<file path="src/design/shpd_pkg.sv">
`timescale 1ns / 1ps
// ----------------------------------------------------------------------------
// Spatial hash point de-duplication: shared package
// Field widths, register indexes, controller states and the command and
// status groups that pass between the controller and the datapath.
// ----------------------------------------------------------------------------
package shpd_pkg;

  // Fixed field widths.
  localparam int COORD_W  = 32;
  localparam int DIFF_W   = COORD_W + 1;
  localparam int INV_W    = 32;
  localparam int PROD_W   = COORD_W + INV_W;
  localparam int BINS_W   = 17;
  localparam int NODE_W   = 16;
  localparam int KEY_W    = 16;
  localparam int CNT_W    = 17;
  localparam int ENTRY_W  = NODE_W + 1;
  localparam int CFG_IDX_W = 3;

  // Clock edges from an accepted point to the edge that takes its result.
  localparam int ITEM_LATENCY = 9;

  // Configuration register indexes.
  typedef enum logic [CFG_IDX_W-1:0] {
    REG_MIN_X        = 3'd0,
    REG_MIN_Y        = 3'd1,
    REG_MIN_Z        = 3'd2,
    REG_INV_BIN_SIZE = 3'd3,
    REG_BINS_X       = 3'd4,
    REG_BINS_Y       = 3'd5
  } cfg_reg_t;

  // Configuration register contents.
  typedef struct packed {
    logic [COORD_W-1:0] min_x;
    logic [COORD_W-1:0] min_y;
    logic [COORD_W-1:0] min_z;
    logic [INV_W-1:0]   inv_bin_size;
    logic [BINS_W-1:0]  bins_x;
    logic [BINS_W-1:0]  bins_y;
  } cfg_t;

  // Controller states.
  typedef enum logic [3:0] {
    ST_CLEAR,
    ST_IDLE,
    ST_DIFF,
    ST_MULT,
    ST_CLAMP,
    ST_TERM,
    ST_TERM2,
    ST_KEY,
    ST_READ,
    ST_UPDATE
  } state_t;

  // Commands from the controller to the datapath.
  typedef struct packed {
    logic clr_we;
    logic capture;
    logic diff_en;
    logic mult_en;
    logic clamp_en;
    logic term_en;
    logic term2_en;
    logic key_en;
    logic rd_en;
    logic upd_en;
  } dp_cmd_t;

  // Status from the datapath to the controller.
  typedef struct packed {
    logic clr_done;
  } dp_stat_t;

endpackage

</file>
<file path="src/design/shpd_ctrl.sv">
`timescale 1ns / 1ps
// ----------------------------------------------------------------------------
// Spatial hash point de-duplication: controller
// Sequences the table clearing pass after reset and then steps each accepted
// point through the datapath stages, one stage per cycle.
// ----------------------------------------------------------------------------
module shpd_ctrl
  import shpd_pkg::*;
(
  input  logic     clk,
  input  logic     rst_n,
  input  logic     start,
  input  dp_stat_t stat_i,
  output logic     busy,
  output dp_cmd_t  cmd_o
);

  state_t state_r;
  state_t state_nxt;

  // State register.
  always_ff @(posedge clk) begin
    if (!rst_n) begin
      state_r <= ST_CLEAR;
    end else begin
      state_r <= state_nxt;
    end
  end

  // Next state and commands.
  always_comb begin
    state_nxt = state_r;
    cmd_o     = '0;
    busy      = 1'b1;
    unique case (state_r)
      ST_CLEAR: begin
        cmd_o.clr_we = 1'b1;
        if (stat_i.clr_done) begin
          state_nxt = ST_IDLE;
        end
      end
      ST_IDLE: begin
        busy = 1'b0;
        if (start) begin
          cmd_o.capture = 1'b1;
          state_nxt     = ST_DIFF;
        end
      end
      ST_DIFF: begin
        cmd_o.diff_en = 1'b1;
        state_nxt     = ST_MULT;
      end
      ST_MULT: begin
        cmd_o.mult_en = 1'b1;
        state_nxt     = ST_CLAMP;
      end
      ST_CLAMP: begin
        cmd_o.clamp_en = 1'b1;
        state_nxt      = ST_TERM;
      end
      ST_TERM: begin
        cmd_o.term_en = 1'b1;
        state_nxt     = ST_TERM2;
      end
      ST_TERM2: begin
        cmd_o.term2_en = 1'b1;
        state_nxt      = ST_KEY;
      end
      ST_KEY: begin
        cmd_o.key_en = 1'b1;
        state_nxt    = ST_READ;
      end
      ST_READ: begin
        cmd_o.rd_en = 1'b1;
        state_nxt   = ST_UPDATE;
      end
      ST_UPDATE: begin
        cmd_o.upd_en = 1'b1;
        state_nxt    = ST_IDLE;
      end
      default: begin
        state_nxt = ST_CLEAR;
      end
    endcase
  end

endmodule

</file>
<file path="config.mk">
export PLATFORM = sky130hd
export DESIGN_NAME = shpd_ctrl
export DESIGN_NICKNAME = d
export VERILOG_FILES = /design/src/design/shpd_pkg.sv /design/src/design/shpd_ctrl.sv
export SDC_FILE = /design/constraint.sdc
export NUM_CORES = 1
export LEC_CHECK = 0
export BUFFER_PORTS_ARGS = -buffer_cell sky130_fd_sc_hd__buf_2
export CORE_AREA = 5 5 42 44
export DETAILED_ROUTE_END_ITERATION = 8
export DIE_AREA = 0 0 47 49
export PLACE_DENSITY = 0.44
export SKIP_CTS_REPAIR_TIMING = 1
export SYNTH_ARGS = -nofsm -noshare
export SYNTH_HDL_FRONTEND = slang
export SYNTH_SLANG_ARGS = --single-unit
</file>
<file path="constraint.sdc">
create_clock -name clk -period 2.85 [get_ports clk]
set_clock_uncertainty 0.2 [all_clocks]
set_input_delay 0.1425 -clock clk [delete_from_list [all_inputs] [get_ports clk]]
set_output_delay 0.1425 -clock clk [all_outputs]
set_load 0.03 [all_outputs]
</file>
==> results.sh <==
export IMPL_rsz0062_at_grt="no"
export IMPL_synthCells=34
export IMPL_num_vias=287
export IMPL_rows=14
export IMPL_cellPowerDensity_mw_per_mm2=477.7
export IMPL_final_util_pct=27.95
export IMPL_ir_drop_uv=157.8
export IMPL_largest_register="state_r"
export IMPL_antenna_found_initial=0
export IMPL_finalHoldViolCount=0
export IMPL_ys_seq_area_share_pct=29.09
export IMPL_maxCapViolCount=0
export IMPL_cts_made_buffers=3
export IMPL_viasPerCell=4.284
export IMPL_status="completed"
export IMPL_grt_pass1_wl_mm=1.110
export IMPL_hold_path_class="in -> reg"
export IMPL_cts_root_buf="clkbuf_4"
export IMPL_yosysTopAreaCellShare_pct=29.09
export IMPL_ios=15
export IMPL_largest_reg_flops=4
export IMPL_floorplan_initialDensity_pct=19.64
export IMPL_synth_async_reset_ratio_pct=0
export IMPL_track_usage_pct=6.761
export IMPL_path_clk_slew_ps=40
export IMPL_achievable_frequency_ghz=0.6129
export IMPL_slew_limit_headroom_pct=77.95
export IMPL_yosys_area_top_type="dfxtp_1"
export IMPL_gp_congestion=0.6027
export IMPL_tns_ps=0
export IMPL_endpoint_kind="output pin"
export IMPL_final_nets=57
export IMPL_drt_total_wl_um=677
export IMPL_start_kind="flip-flop"
export IMPL_insertion_delay_ps=230
export IMPL_dpl_cell_area_um2=349.1
export IMPL_worst_endpoint_required_ps=2510
export IMPL_die_x_um=47
export IMPL_period_needed_ps=1632
export IMPL_synth_ff_latch_count=4
export IMPL_place_detailed_hpwl_um=518.4
export IMPL_overflow=0
export IMPL_p_total_uw=187.1
export IMPL_grt_max_degree=11
export IMPL_cts_num_sinks=4
export IMPL_nFillCells=174
export IMPL_drt_iter0_drc=4
export IMPL_io_buffers=14
export IMPL_final_period_utilization_pct=57.25
export IMPL_synth_top_cells_by_count="5 x nor2_1, 4 x dfxtp_1, 4 x nand2b_1, 4 x nor3_1"
export IMPL_setup_viol=0
export IMPL_synth_area_top_cells="dfxtp_1 29%, a211oi_2 9.1%, nand2b_1 9.1%"
export IMPL_synth_edf_count=0
export IMPL_dr_pass1_iters=4
export IMPL_worst_slack_ps=1218
export IMPL_die_height_um=49
export IMPL_num_antenna_cells=0
export IMPL_clock_path_buffers=2
export IMPL_avgSynthCellArea_um2=8.096
export IMPL_yosysWarnings=0
export IMPL_dieArea_mm2=0.002303
export IMPL_slew_viol_final=0
export IMPL_final_antenna_net_count=0
export IMPL_tightest_slew_ps=330.3
export IMPL_synth_most_common_cell="nor2_1"
export IMPL_coreArea_mm2=0.001401
export IMPL_syn_to_final_growth_pct=42.27
export IMPL_drive_gt1_share_pct=43.14
export IMPL_drc=0
export IMPL_reg_top3="state_r x4"
export IMPL_wire_per_inst_um=10.10
export IMPL_critical_path_class="reg -> out"
export IMPL_synth_ff_type="dfxtp_1"
export IMPL_synth_nets=38
export IMPL_cts_tree="built"
export IMPL_p_leak_nw=0.1874
export IMPL_grt_pass1_vias=269
export IMPL_worstPathMaxFanout=8
export IMPL_worstPathArrival_ps=1290
export IMPL_htreeDepth=1
export IMPL_synth_area_um2=275.3
export IMPL_stdcell_area_um2=391.6
export IMPL_yosys_cell_types_count=18
export IMPL_dp_slack_ps=1470
[report_power, final]
group | leakage, nW | total, mW | switching, mW | internal, mW
clock | 0.0138 | 0.0676 | 0.0207 | 0.0469
sequential | 0.0327 | 0.0683 | 0.00841 | 0.0599
combinational | 0.141 | 0.0512 | 0.0309 | 0.0203
total | 0.187 | 0.187 | 0.0599 | 0.127
[logic make-up after synthesis]
family | after synthesis | share of synthesized area, %
xor gates and xnor gates | 1 | 3.182
DFF | 4 | 29.09
buffers and inverters | 4 | 8.635
AOI/OAI and AO/OA | 5 | 17.27
and+or+nand+nor | 20 | 41.82
[through the flow]
stage                     instances  hold slack, ps
after floorplan                  34           60.29
after global placement           62           177.1
after detailed placement         62           169.2
after CTS                        65          -71.19
after global routing             67           105.0
final                            67           85.67
[final timing paths]
kind              slack, ps  cells past startpoint         end       start
setup / recovery       1220                      3    cmd_o[8]  state_r[0]
setup reg to reg       1490                      3  state_r[0]  state_r[3]
hold / removal           90                      3  state_r[1]       start
hold reg to reg         430                      1  state_r[1]  state_r[3]
[critical path, stage by stage (launching register included)]
cell     delay [ps]
dfxtp_1         480
nor2b_2         230
and3_1          160
buf_2           190
[cells in the final DEF, fill, tap and decap left out]
cell,instances
nor3_2,1
xor2_1,1
nand2_1,2
nor3_1,4
dlygate4sd3_1,2
nor2b_2,1
nand2b_1,4
nor4_2,1
o32a_1,1
buf_2,14
nor2_1,5
dfxtp_1,4
a211oi_2,2
and3_1,1
nor2b_1,1
clkbuf_4,3
o21a_1,1
o21ai_1,1
inv_1,2
[layout make-up]
| class | count | area (um^2) | share of cell area [%] |
|---|---|---|---|
| Multi-Input combinational cell | 26 | 171.4 | 43.77 |
| Timing Repair Buffer | 16 | 90.09 | 23.00 |
| Sequential cell | 4 | 80.08 | 20.45 |
| Clock buffer | 3 | 22.52 | 5.751 |
| Tap cell | 16 | 20.02 | 5.112 |
| Inverter | 2 | 7.507 | 1.917 |
[layer usage]
layer / vias to the layer above / share of wire (%) / global-route usage [%]
met1: 126 / 42 / 7.692
met3: 0 / 9.5 / 4.428
li1: 154 / - / -
met4: 0 / 0 / 4.147
met5: - / 0 / 0
met2: 7 / 49 / 9.050
No activity file was read; power rests on OpenSTA's default activity.
